--- config.mk ---
export PLATFORM = sky130hd
export DESIGN_NAME = vpcv_view
export DESIGN_NICKNAME = d
export VERILOG_FILES = /design/src/rtl/core/vpcv_pkg.sv /design/src/rtl/core/vpcv_view.sv
export SDC_FILE = /design/constraint.sdc
export NUM_CORES = 1
export LEC_CHECK = 0
export ABC_AREA = 0
export BUFFER_PORTS_ARGS = -buffer_cell sky130_fd_sc_hd__buf_2
export CORE_MARGIN = 8
export CORE_UTILIZATION = 55
export DETAILED_ROUTE_END_ITERATION = 8
export GPL_TIMING_DRIVEN = 0
export PLACE_DENSITY = 0.84
export SLEW_MARGIN = 10
export SYNTH_ARGS = -nofsm -noshare
export SYNTH_HDL_FRONTEND = slang
export SYNTH_SLANG_ARGS = --single-unit
--- constraint.sdc ---
create_clock -name clk -period 5.8 [get_ports clk]
set_input_delay 1.16 -clock clk [delete_from_list [all_inputs] [get_ports clk]]
set_output_delay 1.16 -clock clk [all_outputs]
set_load 0.05 [all_outputs]
--- src/rtl/core/vpcv_pkg.sv ---
// ----------------------------------------------------------------------------
// vpcv_pkg
// Shared widths and types for the vertex projection / cull / viewport block.
// ----------------------------------------------------------------------------
`default_nettype none

package vpcv_pkg;

    localparam int NUM_REGS = 8;
    localparam int REG_W    = 64;
    localparam int IDX_W    = 3;
    localparam int VAL_W    = 32;
    // clip coordinates: |c| < 3*2^46 + 2^31, fits 49 bits signed
    localparam int CW       = 49;
    localparam int MW       = CW - 1;
    // quotient magnitude bits: 15 integer + 16 fraction
    localparam int QW       = 31;
    localparam int FRAC     = 16;
    // divider: one setup stage plus one stage per quotient bit
    localparam int DIV_LAT  = QW + 1;
    localparam int XF_LAT   = 2;
    localparam int VP_LAT   = 3;

    localparam logic signed [VAL_W-1:0] ONE_Q   = 32'sh0001_0000;
    localparam logic signed [VAL_W-1:0] VAL_MAX = 32'sh7FFF_FFFF;
    localparam logic signed [VAL_W-1:0] VAL_MIN = 32'sh8000_0000;

    typedef logic [NUM_REGS-1:0][REG_W-1:0] mvp_t;

    // identity matrix, register 7 first
    localparam mvp_t MVP_RESET = {
        64'h0001_0000_0000_0000, 64'h0000_0000_0000_0000,
        64'h0000_0000_0001_0000, 64'h0000_0000_0000_0000,
        64'h0000_0000_0000_0000, 64'h0001_0000_0000_0000,
        64'h0000_0000_0000_0000, 64'h0000_0000_0001_0000
    };

    // divider result for one lane
    typedef struct packed {
        logic [QW-1:0] q;
        logic          ovf;
        logic          neg;
        logic          n_pos;
        logic          n_neg;
    } div_res_t;

    // per-word data that bypasses the dividers
    typedef struct packed {
        logic             w_zero;
        logic [VAL_W-1:0] cw_sat;
    } side_t;

endpackage

`default_nettype wire

--- src/rtl/core/vpcv_view.sv ---
// ----------------------------------------------------------------------------
// vpcv_view
// NDC saturation, clip test and viewport mapping over three stages.
// ----------------------------------------------------------------------------
`default_nettype none

module vpcv_view #(
    parameter int SCREEN_WIDTH  = 1024,
    parameter int SCREEN_HEIGHT = 768
) (
    input  wire                      clk,
    input  wire                      rst_n,
    input  wire                      in_valid,
    input  wire vpcv_pkg::side_t     side,
    input  wire vpcv_pkg::div_res_t  dx,
    input  wire vpcv_pkg::div_res_t  dy,
    input  wire vpcv_pkg::div_res_t  dz,
    output logic                     out_valid,
    output logic signed [31:0]       screen_x,
    output logic signed [31:0]       screen_y,
    output logic signed [31:0]       depth,
    output logic signed [31:0]       clip_w,
    output logic                     culled
);
    import vpcv_pkg::*;

    localparam int DW = $clog2(SCREEN_WIDTH + 1) + 1;
    localparam int DH = $clog2(SCREEN_HEIGHT + 1) + 1;
    localparam int TW = VAL_W + 1;
    localparam int PW = TW + ((DW > DH) ? DW : DH);
    localparam logic signed [DW-1:0] SW_S = DW'(SCREEN_WIDTH);
    localparam logic signed [DH-1:0] SH_S = DH'(SCREEN_HEIGHT);

    function automatic logic signed [VAL_W-1:0] ndc_val(div_res_t d, logic w_zero);
        logic signed [VAL_W-1:0] v;
        if (w_zero)
        begin
            v = d.n_pos ? VAL_MAX : (d.n_neg ? VAL_MIN : '0);
        end
        else if (d.ovf)
        begin
            v = d.neg ? VAL_MIN : VAL_MAX;
        end
        else
        begin
            v = d.neg ? -$signed({1'b0, d.q}) : $signed({1'b0, d.q});
        end
        return v;
    endfunction

    function automatic logic signed [VAL_W-1:0] sat_half(logic signed [PW-1:0] t);
        logic signed [PW-1:0] h;
        h = t >>> 1;
        if (h > PW'(VAL_MAX))
        begin
            return VAL_MAX;
        end
        else if (h < PW'(VAL_MIN))
        begin
            return VAL_MIN;
        end
        return h[VAL_W-1:0];
    endfunction

    logic signed [VAL_W-1:0] nx;
    logic signed [VAL_W-1:0] ny;
    logic signed [VAL_W-1:0] nz;
    logic                    cull_c;

    logic signed [VAL_W-1:0] nx_reg;
    logic signed [VAL_W-1:0] ny_reg;
    logic signed [VAL_W-1:0] nz1_reg;
    logic [VAL_W-1:0]        cw1_reg;
    logic                    cull1_reg;
    logic signed [PW-1:0]    tx_reg;
    logic signed [PW-1:0]    ty_reg;
    logic signed [VAL_W-1:0] nz2_reg;
    logic [VAL_W-1:0]        cw2_reg;
    logic                    cull2_reg;
    logic signed [VAL_W-1:0] sx_reg;
    logic signed [VAL_W-1:0] sy_reg;
    logic signed [VAL_W-1:0] nz3_reg;
    logic [VAL_W-1:0]        cw3_reg;
    logic                    cull3_reg;
    logic                    v1_reg;
    logic                    v2_reg;
    logic                    v3_reg;
    logic signed [TW-1:0]    ax;
    logic signed [TW-1:0]    ay;

    always_comb
    begin
        nx = ndc_val(dx, side.w_zero);
        ny = ndc_val(dy, side.w_zero);
        nz = ndc_val(dz, side.w_zero);
        cull_c = side.w_zero
               || (nx < -ONE_Q) || (nx > ONE_Q)
               || (ny < -ONE_Q) || (ny > ONE_Q)
               || (nz < 0) || (nz > ONE_Q);
        ax = TW'(nx_reg) + TW'(ONE_Q);
        ay = TW'(ONE_Q) - TW'(ny_reg);
    end

    always_ff @(posedge clk)
    begin
        nx_reg    <= nx;
        ny_reg    <= ny;
        nz1_reg   <= nz;
        cw1_reg   <= side.cw_sat;
        cull1_reg <= cull_c;

        tx_reg    <= PW'(ax * SW_S);
        ty_reg    <= PW'(ay * SH_S);
        nz2_reg   <= nz1_reg;
        cw2_reg   <= cw1_reg;
        cull2_reg <= cull1_reg;

        sx_reg    <= sat_half(tx_reg);
        sy_reg    <= sat_half(ty_reg);
        nz3_reg   <= nz2_reg;
        cw3_reg   <= cw2_reg;
        cull3_reg <= cull2_reg;
    end

    always_ff @(posedge clk or negedge rst_n)
    begin
        if (!rst_n)
        begin
            v1_reg <= 1'b0;
            v2_reg <= 1'b0;
            v3_reg <= 1'b0;
        end
        else
        begin
            v1_reg <= in_valid;
            v2_reg <= v1_reg;
            v3_reg <= v2_reg;
        end
    end

    assign out_valid = v3_reg;
    assign screen_x  = sx_reg;
    assign screen_y  = sy_reg;
    assign depth     = nz3_reg;
    assign clip_w    = cw3_reg;
    assign culled    = cull3_reg;

endmodule

`default_nettype wire

==> summary.json, run 1 <==
{
  "synth": {
    "syn-num-nets": 1872,
    "synth_cell_type_count": 83,
    "synth-main-ff-cell": "dfxtp_1",
    "yosys.area.top_type": "dfxtp_1",
    "synth_area_mm2": 0.01586,
    "synth_sequential_area_ratio": 0.4820,
    "synth_warnings": 0,
    "post_synth_edffs": 0,
    "synthDominantCellAreaShare": 0.4773,
    "postSynth.asyncResetShare": 0.007874,
    "netlist_top_cells_count": "dfxtp_1 (378), nor2_1 (130), nand2_1 (90), a21oi_1 (77), o21ai_0 (76)",
    "post_synth_inst_count": 1663,
    "synth_area_leaders": "dfxtp_1 (48%), ha_1 (5.3%), nor2_1 (3.1%), xnor2_1 (2.9%), a21o_1 (2.8%)",
    "most_frequent_cell_after_synthesis": "dfxtp_1",
    "postSynthRegisterBits": 381,
    "mapped_avg_cell_area_um2": 9.534
  },
  "sta": {
    "timing.final.hold_violations": 0,
    "clock_skew_ns": 0.01387,
    "min_period_ns": 5.316,
    "max_clock_freq_mhz": 188.1,
    "fin_ws_ns": 0.4836,
    "worst_slew_pin_slew_ns": 1.105,
    "slew_viol_final": 0,
    "fin_crit_sh": 0.9166,
    "unrepaired_setup_endpoints_after_global_routing": "false",
    "max_slew_margin": 0.2440,
    "setup-violations-final": 0,
    "final.setup.tns_ns": 0
  },
  "clocking": {
    "clk_path_buf_depth": 3,
    "clk_root_buffer_cell": "clkbuf_16",
    "tritoncts": "yes",
    "cts-htree-levels": 2,
    "insertion_delay_ns": 0.53,
    "cts.sinks": 381,
    "cts_buffers": 37,
    "cts.reportedPaths.clkPinSlew_ns": 0.06,
    "cts.hold.buffers_added": 0
  },
  "setup_path": {
    "crit-reg2reg-capture": "ty_reg[37]$_DFF_P_",
    "timing.critical_path.from": "ny_reg[8]$_DFF_P_",
    "crit_required_ns": 6.21,
    "critical_path.reg2reg.startpoint": "ny_reg[8]$_DFF_P_",
    "setup_cp_type": "reg2reg",
    "cp-endpoint": "ty_reg[37]$_DFF_P_",
    "r2r_slack_ns": 0.48,
    "path_max_fanout": 7,
    "reg2regPathDepth": 17,
    "worst_ep_arrival_time_ns": 5.72,
    "critPathLaunchType": "flip-flop",
    "category_of_the_worst_setup_path_capture_point": "flip-flop"
  },
  "floorplanning": {
    "die_x_um": 185.8,
    "floorplan.io_pins": 271,
    "die_area_mm2": 0.03452,
    "standard_cell_row_count": 62,
    "die_h_um": 185.8,
    "design.core.area_mm2": 0.02855,
    "starting_utilization_of_the_core_area": 0.5554
  },
  "place": {
    "buffer_ports.inserted": 264,
    "dpl_ws_ns": 0.06304,
    "dpl.cell_count": 2311,
    "detailed_place.area_mm2": 0.01766,
    "dp.final_hpwl_um": 34320,
    "gp_congestion": 1.021
  },
  "pwr": {
    "p_leak_nw": 7.951,
    "cellPowerDensity_mw_per_mm2": 379.1,
    "power.ir.vdd_worst_v": 0.0002924
  },
  "status": {
    "run_status": "finished, final reports clean"
  },
  "global_routing": {
    "gr-total-overflow": 0,
    "vias_in_the_first_global_route": 13690,
    "global_route_wire_length_before_repair_um": 71440,
    "global_route.usage.total": 0.2574,
    "grt_start_max_net_pins": 17,
    "antenna_found_initial": 14
  },
  "cells_and_area": {
    "instances_no_fill": 2383,
    "multiInputGateArea_mm2": 0.007682,
    "number_of_flip_flops_in_the_largest_register": 36,
    "finalInstanceArea_mm2": 0.01893,
    "drive_gt1_frac": 0.1876,
    "finalNetCount": 2175,
    "layout-area-overhead-vs-synth_pct": 19.41,
    "fin_util": 0.6632,
    "n_fill_cell": 2339,
    "register_area_mm2": 0.007642
  },
  "drt": {
    "drt_iter0_markers": 1332,
    "route.final.wire_length_um": 46130,
    "wirelength_met1_um": 17850,
    "topRoutingLayerUsed": "met5",
    "via_count": 14170,
    "wl_met2_um": 21600,
    "drt_pass1_iterations": 6,
    "drcViolationCount": 0,
    "via_per_inst": 5.945,
    "antenna_violating_nets_post_route": 0,
    "route.met3.wl_um": 4507,
    "drt-wirelength-per-cell_um": 19.36
  },
  "worst_hold_path": {
    "min-delay-path-class": "reg2reg"
  },
  "job": {
    "maxCapViolCount": 0
  }
}
==> worst min path at each step <==
stage                                    from                  to  cells past startpoint  slack (ns)
after floorplan            cw2_reg[0]$_DFF_P_   clip_w[0]$_DFF_P_                      0        0.31
after global placement     cw1_reg[0]$_DFF_P_  cw2_reg[0]$_DFF_P_                      0        0.31
after detailed placement  nz2_reg[17]$_DFF_P_   depth[17]$_DFF_P_                      0        0.31
after CTS                  nx_reg[15]$_DFF_P_  tx_reg[25]$_DFF_P_                      0        0.32
after global routing      nz2_reg[20]$_DFF_P_   depth[20]$_DFF_P_                      0        0.33
final                     nz2_reg[20]$_DFF_P_   depth[20]$_DFF_P_                      0        0.32
==> cell usage in the layout (no fill, tap or decap), drive strengths merged, types with 25 or more instances in the layout <==
master,instances
inv,39
or4,28
a21o,59
nor2b,25
a31oi,29
a21oi,77
xnor2,53
nor4,57
xor2,30
clkbuf,120
nand4,31
nor3,66
nor2,130
nand2,90
nand3,34
dfxtp,378
o21ai,77
buf,287
ha,67
==> cells by family after synthesis <==
group / after synthesis / synth area share
and+or+nand+nor: 582 / 0.2023
AOI/OAI and AO/OA: 408 / 0.1741
DFF: 381 / 0.4820
buffers and inverters: 129 / 0.03401
xor gates and xnor gates: 83 / 0.04585
adders and majority gates: 68 / 0.05413
muxes: 12 / 0.007655
==> through the flow <==
stage	power [mW]	hold WS [ns]
3_5_place_dp	4.817	0.3121
5_1_grt	7.507	0.3254
6_report	7.178	0.3213
4_1_cts	7.212	0.3235
3_3_place_gp	4.777	0.3095
2_1_floorplan	4.363	0.3096
==> cell type report <==
cell class,count,share of cell area
Clock buffer,51,0.05697
Tap cell,384,0.02538
Sequential cell,381,0.4036
Buffer,92,0.02115
Antenna cell,5,0.0006608
Inverter,37,0.007335
Clock inverter,16,0.009318
Timing Repair Buffer,264,0.06979
Multi-Input combinational cell,1153,0.4058
==> power breakdown <==
| part | switching, mW | total (mW) | internal, mW |
|---|---|---|---|
| clock network | 1.01 | 2.38 | 1.37 |
| logic | 1.13 | 1.69 | 0.559 |
| registers | 0.133 | 3.11 | 2.98 |
==> metal layers <==
metal | GRT usage | up-vias
met5 | 0 | -
met2 | 0.4368 | 737
li1 | - | 6740
met3 | 0.07281 | 161
met1 | 0.2959 | 6512
met4 | 0.1232 | 18
==> what timing repair did <==
| action | 4_1_cts | 5_1_grt |
|---|---|---|
| setup endpoints to repair | 0 | 1 |
| endpoints found under the hold margin | 0 | 0 |
| setup buffers | 0 | 0 |
| gates resized for setup | 0 | 1 |
==> worst max-delay path: stages, from the launching register on <==
cell and delay, ns:
dfxtp_1 0.34, or4_1 0.59, nor4_1 0.25, or3b_2 0.50
and2_1 0.21, nor4_4 0.32, xnor2_1 0.21, ha_1 0.27
ha_1 0.39, a21o_1 0.19, a21o_1 0.17, a221oi_1 0.39
nor2_1 0.09, a311oi_1 0.43, o21bai_1 0.11, a21oi_1 0.27
nor4b_1 0.08, or3_1 0.37
Note: power is estimated with default switching activity, not from simulation.
==> run 2: changes to the inputs <==
==> constraint.sdc (replaced) <==
create_clock -name clk -period 6.8 [get_ports clk]
set_input_delay 1.36 -clock clk [delete_from_list [all_inputs] [get_ports clk]]
set_output_delay 1.36 -clock clk [all_outputs]
set_load 0.05 [all_outputs]
==> run 2 against run 1 <==
Sequential share of layout area hardly changed. Core utilization hardly changed. Final area hardly changed. Register-to-register slack better by 0.81 ns.
==> summary.json, run 2 (same netlist as run 1, synthesis figures left out) <==
{
  "status": {
    "run_status": "finished, final reports clean"
  },
  "pwr": {
    "cellPowerDensity": {"value": 323.4, "unit": "mW/mm²", "change": "-15%"},
    "p_leak": {"value": 7.950, "unit": "nW", "change": "about the same"},
    "power.ir.vdd_worst": {"value": 0.0002470, "unit": "V", "change": "-16%"},
    "finalPower": {"value": 6.120, "unit": "mW", "change": "-15%"}
  },
  "setup_path": {
    "category_of_the_worst_setup_path_capture_point": "flip-flop",
    "worst_ep_arrival_time": {"value": 5.91, "unit": "ns", "change": "+0.19 ns"},
    "critical_path.cell_chain": "buf_2 > clkbuf_1 > clkbuf_1 > clkbuf_1 > buf_1 > clkbuf_1 > o21ai_0 > o31ai_1 > nand4_1 > nor4_2 > a21oi_1 > or4b_1",
    "setup_cp_type": "in2reg",
    "timing.critical_path.slowest_stage_cell": "clkbuf_1",
    "critical-path-max-stage-delay": {"value": 0.69, "unit": "ns", "change": "+0.10 ns"},
    "critPathLaunchType": "input port",
    "cp_common_cell": "clkbuf_1",
    "crit_required": {"value": 7.20, "unit": "ns", "change": "+0.99 ns"},
    "cp_top_family": "buffers and inverters",
    "path_max_fanout": {"value": 10, "change": "+3"},
    "crit_buf_inv": {"value": 6, "change": "+6"}
  },
  "cells_and_area": {
    "drive_gt1_frac": {"value": 0.1876, "change": "unchanged"},
    "most-common-layout-cells": "dfxtp_1 (378), buf_2 (266), nor2_1 (130), nand2_1 (90), a21oi_1 (77)",
    "number_of_flip_flops_in_the_largest_register": {"value": 36, "change": "unchanged"},
    "layout-area-overhead-vs-synth": {"value": 19.36, "unit": "%", "change": "about the same"},
    "most_common_library_cell_in_the_layout_ignoring_fill_and_taps": "dfxtp_1",
    "finalNetCount": {"value": 2175, "change": "unchanged"}
  },
  "clocking": {
    "post-cts-setup-buffers": {"value": 0, "change": "unchanged"},
    "clk_root_buffer_cell": "clkbuf_16",
    "cts_buffers": {"value": 37, "change": "unchanged"},
    "cts-htree-levels": {"value": 2, "change": "unchanged"},
    "cts.reportedPaths.clkPinSlew": {"value": 0.06, "unit": "ns", "change": "about the same"},
    "insertion_delay": {"value": 0.54, "unit": "ns", "change": "about the same"},
    "clk_path_buf_depth": {"value": 3, "change": "unchanged"},
    "tritoncts": "yes",
    "cts.sinks": {"value": 381, "change": "unchanged"},
    "cts.hold.buffers_added": {"value": 0, "change": "unchanged"},
    "post_cts.resized_instances": {"value": 0, "change": "unchanged"}
  },
  "drt": {
    "route.final.wire_length": {"value": 46160, "unit": "µm", "change": "about the same"},
    "drt_iter0_markers": {"value": 1279, "change": "-4.0%"},
    "via_per_inst": {"value": 5.970, "change": "+0.42%"},
    "antenna_violating_nets_post_route": {"value": 0, "change": "unchanged"},
    "drt-wirelength-per-cell": {"value": 19.37, "unit": "µm", "change": "about the same"},
    "drcViolationCount": {"value": 0, "change": "unchanged"},
    "via_count": {"value": 14230, "change": "+0.42%"},
    "drt_pass1_iterations": {"value": 9, "change": "+3"}
  },
  "floorplanning": {
    "starting_utilization_of_the_core_area": {"value": 0.5554, "change": "unchanged"},
    "standard_cell_row_count": {"value": 62, "change": "unchanged"},
    "die_area": {"value": 0.03452, "unit": "mm²", "change": "unchanged"},
    "die_h": {"value": 185.8, "unit": "µm", "change": "unchanged"},
    "design.core.area": {"value": 0.02855, "unit": "mm²", "change": "unchanged"},
    "floorplan.io_pins": {"value": 271, "change": "unchanged"},
    "die_x": {"value": 185.8, "unit": "µm", "change": "unchanged"}
  },
  "sta": {
    "clock_skew": {"value": 0.01399, "unit": "ns", "change": "+0.0001198 ns"},
    "fin_crit_sh": 0.8093,
    "unrepaired_setup_endpoints_after_global_routing": "false",
    "worst_slew_pin_slew": {"value": 1.068, "unit": "ns", "change": "-0.03783 ns"},
    "final.setup.tns": {"value": 0, "unit": "ns", "change": "unchanged"},
    "setup-violations-final": {"value": 0, "change": "unchanged"},
    "max_slew_margin": {"value": 0.2699, "change": "+0.02587"},
    "hold_slack": {"value": 0.3213, "unit": "ns", "change": "+0.00001300 ns"},
    "slew_viol_final": {"value": 0, "change": "unchanged"},
    "min_period_ns": 5.503,
    "timing.final.hold_violations": {"value": 0, "change": "unchanged"},
    "max_clock_freq_mhz": 181.7
  },
  "global_routing": {
    "antenna_found_initial": {"value": 14, "change": "unchanged"},
    "gr-total-overflow": {"value": 0, "change": "unchanged"},
    "vias_in_the_first_global_route": {"value": 13690, "change": "unchanged"},
    "global_route.usage.total": {"value": 0.2574, "change": "unchanged"},
    "grt_start_max_net_pins": {"value": 17, "change": "unchanged"},
    "global_route_wire_length_before_repair": {"value": 71440, "unit": "µm", "change": "unchanged"}
  },
  "place": {
    "gp_congestion": {"value": 1.021, "change": "unchanged"},
    "buffer_ports.inserted": {"value": 264, "change": "unchanged"},
    "dp.final_hpwl": {"value": 34320, "unit": "µm", "change": "unchanged"}
  },
  "job": {
    "maxCapViolCount": {"value": 0, "change": "unchanged"}
  },
  "worst_hold_path": {
    "min-delay-path-class": "reg2reg"
  }
}
run 2: area by class of cell:
class | instances | area, µm²
fillers | 2338 | 9623
multi-input cells | 1153 | 7674
flip-flops and latches | 381 | 7642
repair buffers | 264 | 1321
clock buffers | 51 | 1079
well taps | 384 | 480.5
plain buffers | 92 | 400.4
clock inverters | 16 | 176.4
inverters | 37 | 138.9
diodes | 5 | 12.51
run 2: final timing paths:
| kind | slack [ns] | end | start | cells past startpoint |
|---|---|---|---|---|
| max | 1.30 | cull1_reg$_DFF_P_ | side[32] | 12 |
| min | 0.32 | depth[20]$_DFF_P_ | nz2_reg[20]$_DFF_P_ | 0 |
| max reg2reg | 1.30 | ty_reg[37]$_DFF_P_ | ny_reg[8]$_DFF_P_ | 17 |
| min reg2reg | 0.32 | depth[20]$_DFF_P_ | nz2_reg[20]$_DFF_P_ | 0 |
| max in group asynchronous | 6.09 | v1_reg$_DFF_PN0_ | rst_n | 1 |
| min in group asynchronous | 0.61 | out_valid$_DFF_PN0_ | rst_n | 1 |
run 2: through the flow:
| stage | setup slack (ns) | cell area [µm²] | util | std cells |
|---|---|---|---|---|
| 3_5_place_dp | 0.8630 | 17660 | 0.6185 | 2311 |
| 6_report | 1.297 | 18920 | 0.6629 | 2383 |
| 4_1_cts | 1.257 | 18910 | 0.6625 | 2378 |
| 3_3_place_gp | 0.9310 | 17660 | 0.6185 | 2311 |
| 5_1_grt | 0.8450 | 18920 | 0.6627 | 2381 |
| 2_1_floorplan | 1.843 | 15860 | - | 1663 |
run 2: routing by layer:
layer | vias to the layer above | GRT usage | part of all wire
li1 | 6737 | - | -
met1 | 6545 | 0.2959 | 0.39
met2 | 748 | 0.4368 | 0.46
met5 | - | 0 | 0.0025
met4 | 18 | 0.1232 | 0.048
met3 | 179 | 0.07281 | 0.097
run 2: where the power goes:
part | internal, mW | leakage (nW) | switching (mW)
Combinational | 0.477 | 4.11 | 0.961
Sequential | 2.54 | 3.22 | 0.112
Clock | 1.17 | 0.616 | 0.859
==> run 3: changes to the inputs <==
==> constraint.sdc (replaced) <==
create_clock -name clk -period 5.7 [get_ports clk]
set_input_delay 1.14 -clock clk [delete_from_list [all_inputs] [get_ports clk]]
set_output_delay 1.14 -clock clk [all_outputs]
set_load 0.05 [all_outputs]
==> run 3 against run 2 <==
Hold slack is essentially flat. Sequential power increased by 19%. Power up 19%. Sequential share of layout area is essentially flat. Flip-flop and latch count is the same. Cell count stayed put. Die area did not move. Worst setup slack worse by 0.90 ns. Global-route usage did not move. Final area about the same. Critical path type unchanged. Largest cell class unchanged.
==> summary.json, run 3 (same netlist as run 1, synthesis figures left out) <==
{
  "cells_and_area": {
    "most_common_library_cell_in_the_layout_ignoring_fill_and_taps": "dfxtp_1",
    "finalInstanceArea": {"value": 0.01894, "unit": "mm²", "change": "about the same"},
    "drive_gt1_frac": {"value": 0.1881, "change": "+0.0005015"},
    "number_of_flip_flops_in_the_largest_register": {"value": 36, "change": "unchanged"},
    "layout-area-overhead-vs-synth": {"value": 19.45, "unit": "%", "change": "about the same"},
    "finalNetCount": {"value": 2175, "change": "unchanged"},
    "most-common-layout-cells": "dfxtp_1 (378), buf_2 (266), nor2_1 (130), nand2_1 (90), a21oi_1 (77)"
  },
  "global_routing": {
    "global_route.usage.total": {"value": 0.2574, "change": "unchanged"},
    "antenna_found_initial": {"value": 14, "change": "unchanged"},
    "vias_in_the_first_global_route": {"value": 13690, "change": "unchanged"},
    "global_route_wire_length_before_repair": {"value": 71440, "unit": "µm", "change": "unchanged"},
    "grt_start_max_net_pins": {"value": 17, "change": "unchanged"},
    "gr-total-overflow": {"value": 0, "change": "unchanged"}
  },
  "drt": {
    "drt-wirelength-per-cell": {"value": 19.38, "unit": "µm", "change": "about the same"},
    "route.final.wire_length": {"value": 46170, "unit": "µm", "change": "about the same"},
    "drt_pass1_iterations": {"value": 6, "change": "-3"},
    "antenna_violating_nets_post_route": {"value": 0, "change": "unchanged"},
    "drt_iter0_markers": {"value": 1348, "change": "+5.4%"},
    "via_count": {"value": 14180, "change": "-0.35%"},
    "via_per_inst": {"value": 5.949, "change": "-0.35%"},
    "drcViolationCount": {"value": 0, "change": "unchanged"}
  },
  "setup_path": {
    "worst_ep_arrival_time": {"value": 5.71, "unit": "ns", "change": "-0.20 ns"},
    "setup_cp_type": "in2reg",
    "path_max_fanout": {"value": 10, "change": "unchanged"},
    "crit_required": {"value": 6.11, "unit": "ns", "change": "-1.09 ns"},
    "critPathLaunchType": "input port",
    "category_of_the_worst_setup_path_capture_point": "flip-flop"
  },
  "place": {
    "gp_congestion": {"value": 1.021, "change": "unchanged"},
    "dpl_ws": {"value": -0.01696, "unit": "ns", "change": "-0.8800 ns"},
    "detailed_place.area": {"value": 0.01766, "unit": "mm²", "change": "unchanged"},
    "dp.final_hpwl": {"value": 34320, "unit": "µm", "change": "unchanged"},
    "buffer_ports.inserted": {"value": 264, "change": "unchanged"}
  },
  "sta": {
    "min_period_ns": 5.300,
    "max_slew_margin": {"value": 0.2755, "change": "+0.005574"},
    "timing.final.hold_violations": {"value": 0, "change": "unchanged"},
    "max_clock_freq_mhz": 188.7,
    "fin_crit_sh": 0.9299,
    "clock_skew": {"value": 0.01369, "unit": "ns", "change": "-0.0003006 ns"},
    "fin_ws": {"value": 0.3997, "unit": "ns", "change": "-0.8974 ns"},
    "worst_slew_pin_slew": {"value": 1.072, "unit": "ns", "change": "+0.004146 ns"},
    "setup-violations-final": {"value": 0, "change": "unchanged"},
    "slew_viol_final": {"value": 0, "change": "unchanged"},
    "unrepaired_setup_endpoints_after_global_routing": "false"
  },
  "worst_hold_path": {
    "min-delay-path-class": "reg2reg"
  },
  "floorplanning": {
    "design.core.area": {"value": 0.02855, "unit": "mm²", "change": "unchanged"},
    "floorplan.io_pins": {"value": 271, "change": "unchanged"},
    "die_x": {"value": 185.8, "unit": "µm", "change": "unchanged"},
    "starting_utilization_of_the_core_area": {"value": 0.5554, "change": "unchanged"},
    "standard_cell_row_count": {"value": 62, "change": "unchanged"},
    "die_area": {"value": 0.03452, "unit": "mm²", "change": "unchanged"},
    "die_h": {"value": 185.8, "unit": "µm", "change": "unchanged"}
  },
  "clocking": {
    "tritoncts": "yes",
    "cts_buffers": {"value": 37, "change": "unchanged"},
    "cts-htree-levels": {"value": 2, "change": "unchanged"},
    "clk_root_buffer_cell": "clkbuf_16",
    "clk_path_buf_depth": {"value": 3, "change": "unchanged"},
    "cts.reportedPaths.clkPinSlew": {"value": 0.06, "unit": "ns", "change": "about the same"},
    "cts.sinks": {"value": 381, "change": "unchanged"},
    "post-cts-setup-buffers": {"value": 0, "change": "unchanged"},
    "cts.hold.buffers_added": {"value": 0, "change": "unchanged"},
    "post_cts.resized_instances": {"value": 0, "change": "unchanged"},
    "insertion_delay": {"value": 0.54, "unit": "ns", "change": "about the same"}
  },
  "pwr": {
    "cellPowerDensity": {"value": 385.7, "unit": "mW/mm²", "change": "+19%"},
    "power.ir.vdd_worst": {"value": 0.0002944, "unit": "V", "change": "+19%"},
    "p_leak": {"value": 7.952, "unit": "nW", "change": "about the same"}
  },
  "status": {
    "run_status": "finished, final reports clean"
  },
  "job": {
    "maxCapViolCount": {"value": 0, "change": "unchanged"}
  }
}
==> run 3: cell types whose count changed in the layout (fill, tap and decap cells not counted) <==
cell and delta:
nor4_4 +1, a311oi_1 -1, a311oi_2 +1, nor4_2 -1
==> run 3: cell type report <==
type / instances / area [µm²]
Fill cell: 2338 / 9608
Inverter: 37 / 138.9
Antenna cell: 5 / 12.51
Sequential cell: 381 / 7642
Timing Repair Buffer: 264 / 1321
Buffer: 92 / 400.4
Clock inverter: 16 / 176.4
Clock buffer: 51 / 1079
Multi-Input combinational cell: 1153 / 7689
Tap cell: 384 / 480.5
==> run 3: power breakdown <==
part           total (mW)  internal, mW  switching [mW]
combinational        1.72         0.570            1.15
sequential           3.16          3.03           0.135
clock                2.42          1.40            1.03
==> run 3: final timing paths <==
path,startpoint,end,slack [ns],depth (start not counted)
worst min register to register,nz2_reg[20]$_DFF_P_,depth[20]$_DFF_P_,0.32,0
min in group asynchronous,rst_n,out_valid$_DFF_PN0_,0.39,1
worst max-delay path,side[32],cull1_reg$_DFF_P_,0.40,12
worst min-delay path,nz2_reg[20]$_DFF_P_,depth[20]$_DFF_P_,0.32,0
max in group asynchronous,rst_n,v1_reg$_DFF_PN0_,5.21,1
worst max register to register,ny_reg[8]$_DFF_P_,ty_reg[37]$_DFF_P_,0.46,17
==> run 3: metrics by stage <==
stage                     std cells  power (mW)    util  setup TNS [ns]  hold slack (ns)
after floorplan                1663       4.440       -               0           0.3096
after global placement         2311       4.861  0.6185               0           0.3095
after detailed placement       2311       4.902  0.6185        -0.01696           0.3121
after CTS                      2378       7.339  0.6625               0           0.3235
after global routing           2381       7.641  0.6633               0           0.3254
final                          2383       7.306  0.6634               0           0.3213
==> run 3: metal layers <==
layer,vias to the layer above,global-route usage,share of wire
met4,18,0.1232,0.046
met2,737,0.4368,0.47
met1,6512,0.2959,0.39
met3,177,0.07281,0.097
li1,6733,-,-
met5,-,0,0.0025
==> run 3: critical path, cell delays in order <==
cell,delay [ns]
buf_2,0.10
clkbuf_1,0.39
clkbuf_1,0.53
clkbuf_1,0.68
buf_1,0.63
clkbuf_1,0.59
o21ai_0,0.21
o31ai_1,0.21
nand4_1,0.23
nor4_2,0.30
a21oi_1,0.14
or4b_1,0.54
